--- config.mk ---
export PLATFORM = sky130hd
export DESIGN_NAME = oufr_ctrl
export DESIGN_NICKNAME = d
export VERILOG_FILES = /design/src/hw/rtl/oufr_pkg.sv /design/src/hw/rtl/oufr_ctrl.sv
export SDC_FILE = /design/constraint.sdc
export NUM_CORES = 1
export LEC_CHECK = 0
export BUFFER_PORTS_ARGS = -buffer_cell sky130_fd_sc_hd__buf_4
export CAP_MARGIN = 40
export CORE_AREA = 3 3 40 42
export CTS_BUF_LIST = sky130_fd_sc_hd__clkbuf_4 sky130_fd_sc_hd__clkbuf_8
export DETAILED_ROUTE_END_ITERATION = 10
export DIE_AREA = 0 0 43 45
export GPL_TIMING_DRIVEN = 0
export PLACE_DENSITY = 0.76
export SYNTH_ARGS = -nofsm -noshare
export SYNTH_HDL_FRONTEND = slang
export SYNTH_SLANG_ARGS = --single-unit
--- constraint.sdc ---
create_clock -name clk -period 1.6 [get_ports clk]
set_input_delay 0.32 -clock clk [delete_from_list [all_inputs] [get_ports clk]]
set_output_delay 0.32 -clock clk [all_outputs]
set_load 0.05 [all_outputs]
--- src/hw/rtl/oufr_pkg.sv ---
// ----------------------------------------------------------------------------
// oufr_pkg
// Shared constants, coefficient tables and arithmetic helpers of the
// octave-up filter bank.
// ----------------------------------------------------------------------------
`default_nettype none
package oufr_pkg;

	localparam int BANDS_DEF       = 55;
	localparam int SAMPLE_BITS_DEF = 24;
	localparam int TAB_LEN         = 55;
	localparam int COEF_DEPTH      = 64;
	localparam int ST_W            = 40;  // Q28.12 state
	localparam int CW              = 32;  // Q2.30 coefficient
	localparam int VW              = 48;  // multiplier operand
	localparam int GW              = 16;  // gain register
	localparam int REG_IDX_W       = 2;

	localparam logic [REG_IDX_W-1:0] REG_CLEAN  = 2'd0;
	localparam logic [REG_IDX_W-1:0] REG_OCT_A  = 2'd1;
	localparam logic [REG_IDX_W-1:0] REG_OCT_B  = 2'd2;
	localparam logic [GW-1:0]        GAIN_RESET = 16'd4096;

	localparam logic [63:0] POW5_18   = 64'd3814697265625;
	localparam logic [63:0] TEN_POW18 = 64'd1000000000000000000;

	localparam logic signed [53:0] ST_MAX_W = 54'sd549755813887;
	localparam logic signed [53:0] ST_MIN_W = -54'sd549755813888;

	typedef logic signed [CW-1:0] coef_t;
	typedef coef_t coef_rom_t [COEF_DEPTH];
	typedef logic [159:0] txt_t;

	// datapath commands, one step each
	typedef struct packed {
		logic start;     // latch sample, clear band sum
		logic band_go;   // issue band state read
		logic hp_mul_s;  // products of high-pass b coefs and band sum
		logic hp_h;      // form high-pass output
		logic hp_mul_h;  // products of high-pass a coefs and output
		logic hp_st;     // update high-pass states
		logic mix_mul;   // gain products
		logic out_load;  // load output register
	} cmd_t;

	// decimal text to Q2.30, rounded to nearest
	function automatic coef_t q30(input txt_t s);
		logic        neg;
		logic        frac;
		logic [7:0]  ch;
		logic [63:0] ip, fr, scale, n, hi, lo, m;
		neg = 1'b0;
		frac = 1'b0;
		ip = '0;
		fr = '0;
		scale = TEN_POW18;
		for (int k = 19; k >= 0; k--) begin
			ch = s[k*8 +: 8];
			if (ch == "-") begin
				neg = 1'b1;
			end else if (ch == ".") begin
				frac = 1'b1;
			end else if (ch >= "0" && ch <= "9") begin
				if (!frac) begin
					ip = ip * 64'd10 + (64'(ch) - 64'd48);
				end else if (scale > 64'd1) begin
					scale = scale / 10;
					fr = fr + (64'(ch) - 64'd48) * scale;
				end
			end
		end
		n = ip * TEN_POW18 + fr;
		hi = n / POW5_18;
		lo = n % POW5_18;
		m = hi * 64'd4096 + (lo * 64'd4096 + POW5_18 / 2) / POW5_18;
		if (neg) m = -m;
		return m[CW-1:0];
	endfunction

	localparam txt_t A1_TXT [TAB_LEN] = '{
	"-1.99945743773269","-1.99935942906841","-1.99924062977670","-1.99909708277235",
	"-1.99892410985062","-1.99871618287911","-1.99846677223317","-1.99816816848975",
	"-1.99781127270592","-1.99738534980214","-1.99687773863020","-1.99627351120883",
	"-1.99555507233332","-1.99470168928216","-1.99368893962368","-1.99248806313769",
	"-1.99106520157565","-1.98938050735340","-1.98738709926732","-1.98502983991592",
	"-1.98224390566903","-1.97895311574385","-1.97506798222950","-1.97048343779300",
	"-1.96507619239353","-1.95870166479969","-1.95119042932896","-1.94234411345253",
	"-1.93193067840176","-1.91967901366415","-1.90527277869813","-1.88834343336828",
	"-1.86846241538006","-1.84513245237305","-1.81777804381746","-1.78573522094381",
	"-1.74824080170997","-1.70442151569457","-1.65328359840612","-1.59370376851867",
	"-1.52442293367053","-1.44404455593239","-1.35104038852965","-1.24376731735276",
	"-1.12050035106663","-0.979488440212929","-0.819041780213102","-0.637661520103793",
	"-0.434225203748800","-0.208243466153559","0.0397951757780011","0.307975350044821",
	"0.592390391796649","0.886463172281052","1.18017689199105"};

	localparam txt_t A2_TXT [TAB_LEN] = '{
	"0.999623840823723","0.999592083812410","0.999557647639999","0.999520306796363",
	"0.999479816929101","0.999435913307174","0.999388309169729","0.999336693954506",
	"0.999280731400842","0.999220057523294","0.999154278453365","0.999082968148916",
	"0.999005665973701","0.998921874153418","0.998831055119909","0.998732628762124",
	"0.998625969611674","0.998510404002805","0.998385207262283","0.998249601004902",
	"0.998102750636437","0.997943763199395","0.997771685739803","0.997585504428058",
	"0.997384144736516","0.997166473064829","0.996931300315725","0.996677388064530",
	"0.996403458142182","0.996108206671829","0.995790323872893","0.995448521284569",
	"0.995081568475183","0.994688341807231","0.994267888432584","0.993819509407934",
	"0.993342866651437","0.992838119401008","0.992306096857390","0.991748514743871",
	"0.991168244482538","0.990569644389679","0.989958962429589","0.989344819163852",
	"0.988738776872602","0.988155995338887","0.987615964937990","0.987143291300058",
	"0.986768479981635","0.986528630464629","0.986467891703625","0.986637451137907",
	"0.987094720833566","0.987901246292733","0.989118701024236"};

	localparam txt_t B0_TXT [TAB_LEN] = '{
	"0.000188079588138645","0.000203958093794915","0.000221176180000397",
	"0.000239846601818621","0.000260091535449550","0.000282043346413158",
	"0.000305845415135634","0.000331653022746955","0.000359634299578796",
	"0.000389971238353096","0.000422860773317513","0.000458515925542157",
	"0.000497167013149809","0.000539062923291039","0.000584472440045357",
	"0.000633685618937812","0.000687015194163202","0.000744797998597725",
	"0.000807396368858447","0.000875199497549016","0.000948624681781347",
	"0.00102811840030234","0.00111415713009846","0.00120724778597086",
	"0.00130792763174217","0.00141676346758574","0.00153434984213762",
	"0.00166130596773492","0.00179827092890887","0.00194589666408543",
	"0.00210483806355368","0.00227573935771526","0.00245921576240832",
	"0.00265582909638453","0.00286605578370814","0.00309024529603291",
	"0.00332856667428175","0.00358094029949610","0.00384695157130517",
	"0.00412574262806443","0.00441587775873096","0.00471517780516052",
	"0.00502051878520553","0.00532759041807397","0.00563061156369926",
	"0.00592200233055667","0.00619201753100491","0.00642835434997096",
	"0.00661576000918263","0.00673568476768567","0.00676605414818766",
	"0.00668127443104657","0.00645263958321689","0.00604937685363332",
	"0.00544064948788215"};

	// bands past the table have all-zero coefficients
	function automatic coef_rom_t build_rom(input txt_t t [TAB_LEN]);
		coef_rom_t r;
		for (int i = 0; i < COEF_DEPTH; i++) begin
			r[i] = (i < TAB_LEN) ? q30(t[i]) : '0;
		end
		return r;
	endfunction

	localparam coef_rom_t ROM_A1 = build_rom(A1_TXT);
	localparam coef_rom_t ROM_A2 = build_rom(A2_TXT);
	localparam coef_rom_t ROM_B0 = build_rom(B0_TXT);

	localparam coef_t HP_B0 = q30("0.99538200");
	localparam coef_t HP_B1 = q30("-1.99076399");
	localparam coef_t HP_B2 = q30("0.99538200");
	localparam coef_t HP_A1 = q30("1.99074267");
	localparam coef_t HP_A2 = q30("-0.99078531");

	// floor(c*v / 2^30) from the two registered partial products
	function automatic logic signed [51:0] q30_fin(input logic signed [59:0] ph,
			input logic signed [52:0] pl);
		logic signed [60:0] t;
		logic signed [60:0] sh;
		t = 61'(ph) + 61'(pl >>> 20);
		sh = t >>> 10;
		return sh[51:0];
	endfunction

	function automatic logic signed [ST_W-1:0] sat_st(input logic signed [53:0] v);
		logic signed [ST_W-1:0] r;
		if (v > ST_MAX_W) r = ST_MAX_W[ST_W-1:0];
		else if (v < ST_MIN_W) r = ST_MIN_W[ST_W-1:0];
		else r = v[ST_W-1:0];
		return r;
	endfunction

endpackage
`default_nettype wire

--- src/hw/rtl/oufr_ctrl.sv ---
// ----------------------------------------------------------------------------
// oufr_ctrl
// Sequencer: band sweep, high-pass steps, mix and output handshake.
// ----------------------------------------------------------------------------
`default_nettype none
module oufr_ctrl #(
	parameter int BANDS = oufr_pkg::BANDS_DEF,
	parameter int IW    = 6
) (
	input  wire logic            clk,
	input  wire logic            arst_n,
	input  wire logic            in_valid,
	output logic                 in_ready,
	output logic                 out_valid,
	input  wire logic            out_ready,
	output oufr_pkg::cmd_t       cmd,
	output logic [IW-1:0]        band_idx
);

	localparam logic [3:0] S_IDLE = 4'd0;
	localparam logic [3:0] S_BAND = 4'd1;
	localparam logic [3:0] S_DRN1 = 4'd2;
	localparam logic [3:0] S_DRN2 = 4'd3;
	localparam logic [3:0] S_HP1  = 4'd4;
	localparam logic [3:0] S_HP2  = 4'd5;
	localparam logic [3:0] S_HP3  = 4'd6;
	localparam logic [3:0] S_HP4  = 4'd7;
	localparam logic [3:0] S_MIX1 = 4'd8;
	localparam logic [3:0] S_MIX2 = 4'd9;

	localparam logic [IW-1:0] LAST = IW'(BANDS - 1);

	logic [3:0]    state_q, state_d;
	logic [IW-1:0] cnt_q;
	logic          oval_q;
	logic          out_free;

	assign out_free  = !oval_q || out_ready;
	assign in_ready  = (state_q == S_IDLE);
	assign out_valid = oval_q;
	assign band_idx  = cnt_q;

	always_comb begin
		state_d = state_q;
		cmd = '0;
		unique case (state_q)
			S_IDLE: begin
				if (in_valid) begin
					cmd.start = 1'b1;
					state_d = S_BAND;
				end
			end
			S_BAND: begin
				cmd.band_go = 1'b1;
				if (cnt_q == LAST) state_d = S_DRN1;
			end
			S_DRN1: state_d = S_DRN2;
			S_DRN2: state_d = S_HP1;
			S_HP1: begin
				cmd.hp_mul_s = 1'b1;
				state_d = S_HP2;
			end
			S_HP2: begin
				cmd.hp_h = 1'b1;
				state_d = S_HP3;
			end
			S_HP3: begin
				cmd.hp_mul_h = 1'b1;
				state_d = S_HP4;
			end
			S_HP4: begin
				cmd.hp_st = 1'b1;
				state_d = S_MIX1;
			end
			S_MIX1: begin
				cmd.mix_mul = 1'b1;
				state_d = S_MIX2;
			end
			S_MIX2: begin
				if (out_free) begin
					cmd.out_load = 1'b1;
					state_d = S_IDLE;
				end
			end
			default: state_d = S_IDLE;
		endcase
	end

	always_ff @(posedge clk or negedge arst_n) begin
		if (!arst_n) begin
			state_q <= S_IDLE;
			cnt_q   <= '0;
			oval_q  <= 1'b0;
		end else begin
			state_q <= state_d;
			if (cmd.start) cnt_q <= '0;
			else if (cmd.band_go) cnt_q <= cnt_q + 1'b1;
			if (cmd.out_load) oval_q <= 1'b1;
			else if (out_ready) oval_q <= 1'b0;
		end
	end

`ifndef SYNTHESIS
	a_load_free: assert property (@(posedge clk) disable iff (!arst_n)
		cmd.out_load |-> (!oval_q || out_ready))
		else $error("output overwritten while held");
	a_idx_range: assert property (@(posedge clk) disable iff (!arst_n)
		state_q == S_BAND |-> cnt_q <= LAST)
		else $error("band index past last band");
	a_start_sweep: assert property (@(posedge clk) disable iff (!arst_n)
		cmd.start |=> (state_q == S_BAND && cnt_q == '0))
		else $error("sweep did not start at band zero");
	a_hold_out: assert property (@(posedge clk) disable iff (!arst_n)
		(oval_q && !out_ready) |=> oval_q)
		else $error("result dropped");
`endif

endmodule
`default_nettype wire

== Word-level counts from Yosys, hierarchy flattened ==
Cells that the tools add are included.

* $add $sub $neg: 1
* Multiply operators: 0
* Divide/modulo/power cells: 0
* $lt $le $gt $ge: 0
* Equal/unequal tests: 13
* Shift operators: 0
* Mux-type cells: 18
* Bitwise logic cells: 0
* Reductions and logical operators: 6

{| class="wikitable"
|+ Operators with widths
! operator !! count
|-
| 4-bit case mux with 10 select lines || 1
|-
| 4-bit by 3-bit equality test with 1-bit output (second input constant) || 4
|-
| 1-bit 2-to-1 mux || 12
|-
| 4-bit 2-to-1 mux || 3
|-
| 6-bit 2-to-1 mux || 2
|-
| 4-bit by 2-bit equality test with 1-bit output (second input constant) || 2
|-
| 4-bit equality test (second input constant) || 2
|-
| 6-bit by 1-bit adder with 6-bit output (second input constant) || 1
|-
| 6-bit equality test (second input constant) || 1
|-
| 2-bit inequality test (second input constant) || 3
|-
| 4-bit by 1-bit equality test with 1-bit output (second input constant) || 1
|-
| 4-bit logical NOT || 1
|-
| 2-bit nonzero test || 2
|-
| 3-bit AND reduction || 1
|-
| 1-bit logical NOT || 1
|-
| 1-bit logical OR || 1
|}

* Register bits: 11
* Bits in latches: 0
* Memory bits (writable): 0
* Memory bits (read-only): 0
* Input port bits: 4
* Output and inout bits: 16
* Logic and storage cells: 41
* Memories kept: 0

== Depth between registers and ports, before layout ==
Gate-level depths: netlist of the first run.

* Depth in word-level cells: 5
* Mapped depth: 6
* Depth with buffers taken out: 6

== Least setup slack after synthesis of the first run ==
No wires, ideal clock.

* Kind: reg-to-output
* Start: register state_q[0]
* End: output cmd[7] in the netlist's numbering
* Arrival time: 2,088 ps
* Required time: 1,280 ps
* Slack: -808 ps
* Cell stages (with the launch flop): 5
* Cells stage by stage: dfrtp_1 buf_2 nor4_2 and2_1 buf_2

{| class="wikitable"
|+ RTL lines
! item !! RTL line !! source
|-
| start: declaration || oufr_ctrl.sv:33 || <nowiki>logic [3:0] state_q, state_d;</nowiki>
|-
| start signal: assignment || oufr_ctrl.sv:95 || <nowiki>state_q <= state_d;</nowiki>
|-
| end: declaration || oufr_ctrl.sv:16 || <nowiki>output oufr_pkg::cmd_t cmd,</nowiki>
|}

==> results of run 1 <==
## layout by cell type (no fill, tap or decap), drive strengths merged
master / netlist / routed
nor3: 1 / 1
ha: 2 / 2
nor3b: 2 / 2
nor2: 8 / 8
dlygate4sd3: 0 / 1
and2b: 1 / 1
inv: 3 / 3
nor4b: 1 / 1
o21ai: 2 / 2
xor2: 5 / 5
nor2b: 3 / 3
mux2i: 2 / 2
clkbuf: 0 / 4
nand2: 5 / 5
nor4: 1 / 1
xnor2: 2 / 2
and3: 3 / 3
nand4: 3 / 3
buf: 3 / 39
and2: 2 / 2
or3b: 1 / 1
nand2b: 2 / 2
nand3: 2 / 2
dfrtp: 11 / 11
## power groups by stage
| stage | sequential [mW] | combinational (mW) | clock [mW] |
|---|---|---|---|
| final | 0.278 | 0.0130 | 0.197 |
| after global routing | 0.278 | 0.0147 | 0.215 |
| after detailed placement | 0.283 | 0.0113 | 0 |
| after CTS | 0.278 | 0.0133 | 0.204 |
| after floorplan | 0.283 | 0.000386 | 0 |
| after global placement | 0.283 | 0.0112 | 0 |
## cell families (layout without fill, tap and decap cells)
| group | count (synthesis) | in the layout | synth area share, % |
|---|---|---|---|
| AOI/OAI and AO/OA | 2 | 2 | 1.55 |
| xor gates and xnor gates | 7 | 7 | 9.50 |
| adders and majority gates | 2 | 2 | 3.88 |
| buffers and inverters | 6 | 47 | 5.04 |
| DFF | 11 | 11 | 42.6 |
| muxes | 2 | 2 | 3.10 |
| and+or+nand+nor | 35 | 35 | 34.3 |
## per-stage QoR
step           setup TNS [ns]  area (um^2)
2_1_floorplan           -2.19          677
3_3_place_gp          -0.0229          838
3_5_place_dp          -0.0529          838
4_1_cts                -0.619          987
5_1_grt                 -1.41         1070
6_report               -0.922         1070
## layout make-up
cell class / count / share of cell area, %
plain buffers: 3 / 3.15
clock buffers: 4 / 2.80
inverters: 3 / 1.05
multi-input cells: 48 / 35.8
flip-flops and latches: 11 / 25.9
well taps: 15 / 1.75
repair buffers: 37 / 29.6
## how the worst min path moves through the flow
stage               startpoint                      end  slack (ns)  cells after the start
floorplan               arst_n  band_idx[0]$_DFFE_PN0P_        0.02                      0
global placement        arst_n  band_idx[4]$_DFFE_PN0P_        0.16                      1
CTS                  out_ready    out_valid$_DFFE_PN0P_        0.37                      3
global route         out_ready    out_valid$_DFFE_PN0P_        0.38                      3
finish               out_ready    out_valid$_DFFE_PN0P_        0.38                      3
detailed placement      arst_n  band_idx[4]$_DFFE_PN0P_        0.16                      1
## metal layers
layer | GRT usage (%) | up-vias | wire length (um)
li1 | - | 297 | -
met1 | 20.3 | 295 | 736
met2 | 30.8 | 9 | 905
met3 | 4.78 | 0 | 64
met4 | 1.81 | 0 | 0
met5 | 0 | - | 0
## state kept, by name (all words and copies together), names as in the netlist
name	cells
out_valid	1
band_idx	6
state_q	4
## timing repair
action | CTS | global route
hold buffers | 1 | 0
hold endpoints to repair | 11 | 0
gates resized for setup | 10 | 9
pin swaps | 3 | 2
setup buffers | 10 | 7
endpoints found under the setup margin | 9 | 10
gates cloned | 0 | 0
## worst max-delay path: stages, from the launching register on
cell     delay, ns
dfrtp_2       0.48
nor4_4        0.34
and2_1        0.19
buf_6         0.11
buf_8         0.13
==> reports/metrics.cfg, run 1 <==
[outcome]
outcome=finished with violations
violations=setup timing

[cts]
ctsRootBufferMaster=clkbuf_4
cts_tree=done
clk_path_buf_depth=2
cts_buffers=3
htreeDepth=1
clock_latency_ns=0.26
clk_pin_slew_ns=0.07
cts_sinks=11

[floorplan]
die_area_um2=1940
core_um2=1280
die_w_um=43
start_util_pct=50.2
die_h_um=45
ios=20
row_count=13

[layout]
multiInputGateArea_um2=384
layout-drive-gt1-share_pct=57.5
diodes=0
nFillCells=75
register_area_um2=278
final_core_util_pct=83.5
areaGrowthSynthToFinish_pct=66.3
nNetsFinal=113
fin_cells=121

[sta]
worst_slack_ns=-0.230
whs_ns=0.383
post-route-period-util_pct=114
drv_slew=0
finalClockSkew_ns=0.00490
fmax_mhz=546
setup_viol=9
min_period_ns=1.83
tightest_slew_ns=0.302
max-slew-margin-rel_pct=79.8
rsz0062_at_grt=true
finalHoldViolations=0

[drt]
drtAntennaViolNets=0
via_per_inst=4.97
drt_wl_total_um=1710
first_pass_iters=4
wl_per_cell_um=14.1
via_count=601
drc=0
first_iter_violations=6

[place]
io_buffers=19
place_ws_ns=-0.0420
gp_congestion=0.647
dpl.hpwl_um=976
dp.cells=99

[pwr]
intPower_uw=398
clkPwrFrac_pct=40.4
total_power_uw=488
ir_drop_v=0.000630
p_comb_share_pct=2.7
pwr-share-seq_pct=56.9
p_sw_share_pct=18.5
power.density_nw_per_um2=455
p_switching_uw=90.4
leakage_nw=0.553

[critical_path]
rr_startpoint=state_q[1]$_DFFE_PN0P_
r2r-end=band_idx[1]$_DFFE_PN0P_
crit_path_max_fanout=6
worstPathRequired_ns=1.28
crit_type=flop to output pin
cp-start-kind=flop
crit_arrival_ns=1.51
end_kind=output pin
r2r_cells=6
startpoint=state_q[3]$_DFFE_PN0P_
crit_end=cmd[7]
reg2reg_slack_ns=0.05

[logic_synthesis]
yosys.area.top_type=dfrtp_1
post_synth_num_cell_types=26
netlist_area_um2=646
synth.most_common_cell=dfrtp_1
synth-seq-cells=11
synthFlopType=dfrtp_1
synth_area_per_cell_um2=9.93
yosysWarnings=0
ys_top_cells_by_area=dfrtp_1, xor2_1, ha_1, nor4b_4, nor2_1
synth_edf_count=0
yosysTopAreaCellShare_pct=42.6
ys_top_cells_by_count=dfrtp_1, nor2_1, nand2_1, xor2_1
ys_seq_area_share_pct=42.6
synthesis.nets=71
syn_inst=65
async_flop_share_pct=100

[global_route]
grt_util_all_layers_pct=16.8
grt_max_degree=12
grt_pass1_vias=555
antenna_found_initial=0
grt_overflow=0
grt_pass1_wl_um=2420

[hold_path]
hold_class=input port to flop

[job]
maxCapViolCount=0

Power figures use the tool's default switching activity.
==> inputs of run 2 (changes only) <==
CORE_AREA = default   (was 3 3 40 42)
CORE_MARGIN = 3   (was default)
CORE_UTILIZATION = 46   (was default)
DIE_AREA = default   (was 0 0 43 45)
clock period = 1.57 ns   (was 1.6 ns; I/O delays follow)
==> reports/metrics.cfg, run 2 (synthesis results as in run 1) <==
[pwr]
leakage_nw=0.521  ; was 0.553 nW
ir_drop_v=0.000350  ; was 0.000630 V
total_power_uw=512  ; was 488 uW
power.density_nw_per_um2=499  ; was 455 nW/um^2

[sta]
finalClockSkew_ns=0.00390  ; was 0.00490 ns
max-slew-margin-rel_pct=82.0  ; was 79.8%
setup_viol=9  ; unchanged
tightest_slew_ns=0.270  ; was 0.302 ns
drv_slew=0  ; unchanged
finalHoldViolations=0  ; unchanged
post-route-period-util_pct=110
rsz0062_at_grt=true  ; unchanged
worst_slack_ns=-0.155  ; was -0.230 ns
whs_ns=0.370  ; was 0.383 ns
fmax_mhz=580
min_period_ns=1.72

[floorplan]
core_um2=1200  ; was 1280 um^2
ios=20  ; unchanged
die_h_um=43.5  ; was 45 um
die_area_um2=1890  ; was 1940 um^2
die_w_um=43.5  ; was 43 um
start_util_pct=53.7  ; was 50.2%
row_count=12  ; was 13

[place]
place_ws_ns=-0.0622  ; was -0.0420 ns
dpl.hpwl_um=931  ; was 976 um
dp.cells=98  ; was 99
io_buffers=19  ; unchanged
gp_congestion=0.690  ; was 0.647

[critical_path]
worst-path-stages=4  ; unchanged
crit_arrival_ns=1.41  ; was 1.51 ns
cp-start-kind=flop  ; unchanged
r2r_cells=6  ; unchanged
slowest_delay_ns=0.37  ; was 0.48 ns
reg2reg_slack_ns=0.03  ; was 0.05 ns
crit_slowest_cell=dfrtp_1  ; was dfrtp_2
worstPathRequired_ns=1.26  ; was 1.28 ns
path_delay_family=simple AND/OR/NAND/NOR gates  ; unchanged
r2r-end=state_q[0]$_DFFE_PN0P_  ; was band_idx[1]$_DFFE_PN0P_
path_buf_inv=2  ; unchanged
crit_type=flop to output pin  ; unchanged
rr_startpoint=state_q[2]$_DFFE_PN0P_  ; was state_q[1]$_DFFE_PN0P_
crit_path_max_fanout=6  ; unchanged
end_kind=output pin  ; unchanged
crit_path_cell_trace=buf_6 > nor4_4 > and2_4 > buf_8  ; was nor4_4 > and2_1 > buf_6 > buf_8

[drt]
drtAntennaViolNets=0  ; unchanged
drt_wl_total_um=1700  ; was 1710 um
first_iter_violations=14  ; was 6
via_per_inst=5.19  ; was 4.97
wl_per_cell_um=14.9  ; was 14.1 um
via_count=592  ; was 601
first_pass_iters=4  ; unchanged
drc=0  ; unchanged

[layout]
nNetsFinal=107  ; was 113
areaGrowthSynthToFinish_pct=59.1  ; was 66.3%
diodes=0  ; unchanged
final_cell_mix=buf_4, dfrtp_1, buf_6  ; unchanged
register_area_um2=278  ; unchanged
final_core_util_pct=85.5  ; was 83.5%
layout-drive-gt1-share_pct=54.0  ; was 57.5%
fin_cells=114  ; was 121
largest_reg_flops=6  ; unchanged
multiInputGateArea_um2=373  ; was 384 um^2
final_common_cell=buf_4  ; unchanged
nFillCells=58  ; was 75

[cts]
clock_latency_ns=0.28  ; was 0.26 ns
ctsRootBufferMaster=clkbuf_4  ; unchanged
htreeDepth=1  ; unchanged
clk_pin_slew_ns=0.07  ; about the same
cts_buffers=3  ; unchanged
clk_path_buf_depth=2  ; unchanged
cts_tree=done  ; unchanged
cts_sinks=11  ; unchanged

[hold_path]
worstHoldStart=out_ready  ; unchanged
hold-path-endpoint=out_valid$_DFFE_PN0P_  ; unchanged
hold_class=input port to flop  ; unchanged
hold-path-cell-count=3  ; unchanged

[global_route]
grt_pass1_wl_um=2670  ; was 2420 um
grt_util_all_layers_pct=19.5  ; was 16.8%
grt_pass1_vias=567  ; was 555
grt_max_degree=12  ; unchanged
antenna_found_initial=0  ; unchanged
grt_overflow=0  ; unchanged

[job]
maxCapViolCount=0  ; unchanged

[outcome]
violations=setup timing  ; unchanged
outcome=finished with violations  ; unchanged

-- run 2: per-stage QoR --
step / instance area (um^2) / TNS [ns]
2_1_floorplan: 677 / -2.56
3_3_place_gp: 837 / -0.0754
3_5_place_dp: 837 / -0.0847
4_1_cts: 978 / -0.806
5_1_grt: 1030 / -1.54
6_report: 1030 / -0.897
-- run 2: worst reg2reg max path, cell delays in order (launching register included) --
cell	delay [ns]
dfrtp_2	0.46
buf_6	0.14
nor4b_4	0.25
buf_4	0.20
o21ai_1	0.08
nand3_1	0.13
mux2i_1	0.21
-- run 2: per-layer routing --
metal  global-route usage (%)  vias up  share of wire, %  wire, um
met3                     8.30        2               6.1       104
li1                         -      286                 -         -
met2                     30.7       18                51       872
met1                     23.5      286                42       719
met5                        0        -                 0         0
met4                     7.23        0              0.35         6
-- run 2: what timing repair did --
action,CTS,global route
hold endpoints to repair,11,0
pin swaps,3,4
setup endpoints to repair,9,10
gates resized for setup,18,4
hold buffers,1,0
buffers inserted,7,5
cloned,0,0
-- run 2: worst max path at each step --
stage                                       from  endpoint  slack, ns
final                     state_q[0]$_DFFE_PN0P_    cmd[7]      -0.15
after global routing      state_q[0]$_DFFE_PN0P_    cmd[7]      -0.21
after CTS                 state_q[1]$_DFFE_PN0P_    cmd[7]      -0.16
after detailed placement  state_q[1]$_DFFE_PN0P_    cmd[7]      -0.06
after global placement    state_q[1]$_DFFE_PN0P_    cmd[7]      -0.05
after floorplan           state_q[1]$_DFFE_PN0P_    cmd[7]      -0.36
-- run 2: report_power, final --
group	total, mW	internal, mW	switching [mW]
combinational	0.0137	0.00683	0.00688
clock	0.215	0.116	0.0994
sequential	0.283	0.283	0.0000000000000000515
-- run 2: layout make-up --
| type | count | area share [%] |
|---|---|---|
| Buffer | 2 | 2.19 |
| Inverter | 3 | 1.10 |
| Sequential cell | 11 | 27.0 |
| Clock buffer | 4 | 2.92 |
| Tap cell | 14 | 1.71 |
| Multi-Input combinational cell | 48 | 36.3 |
| Timing Repair Buffer | 32 | 28.7 |
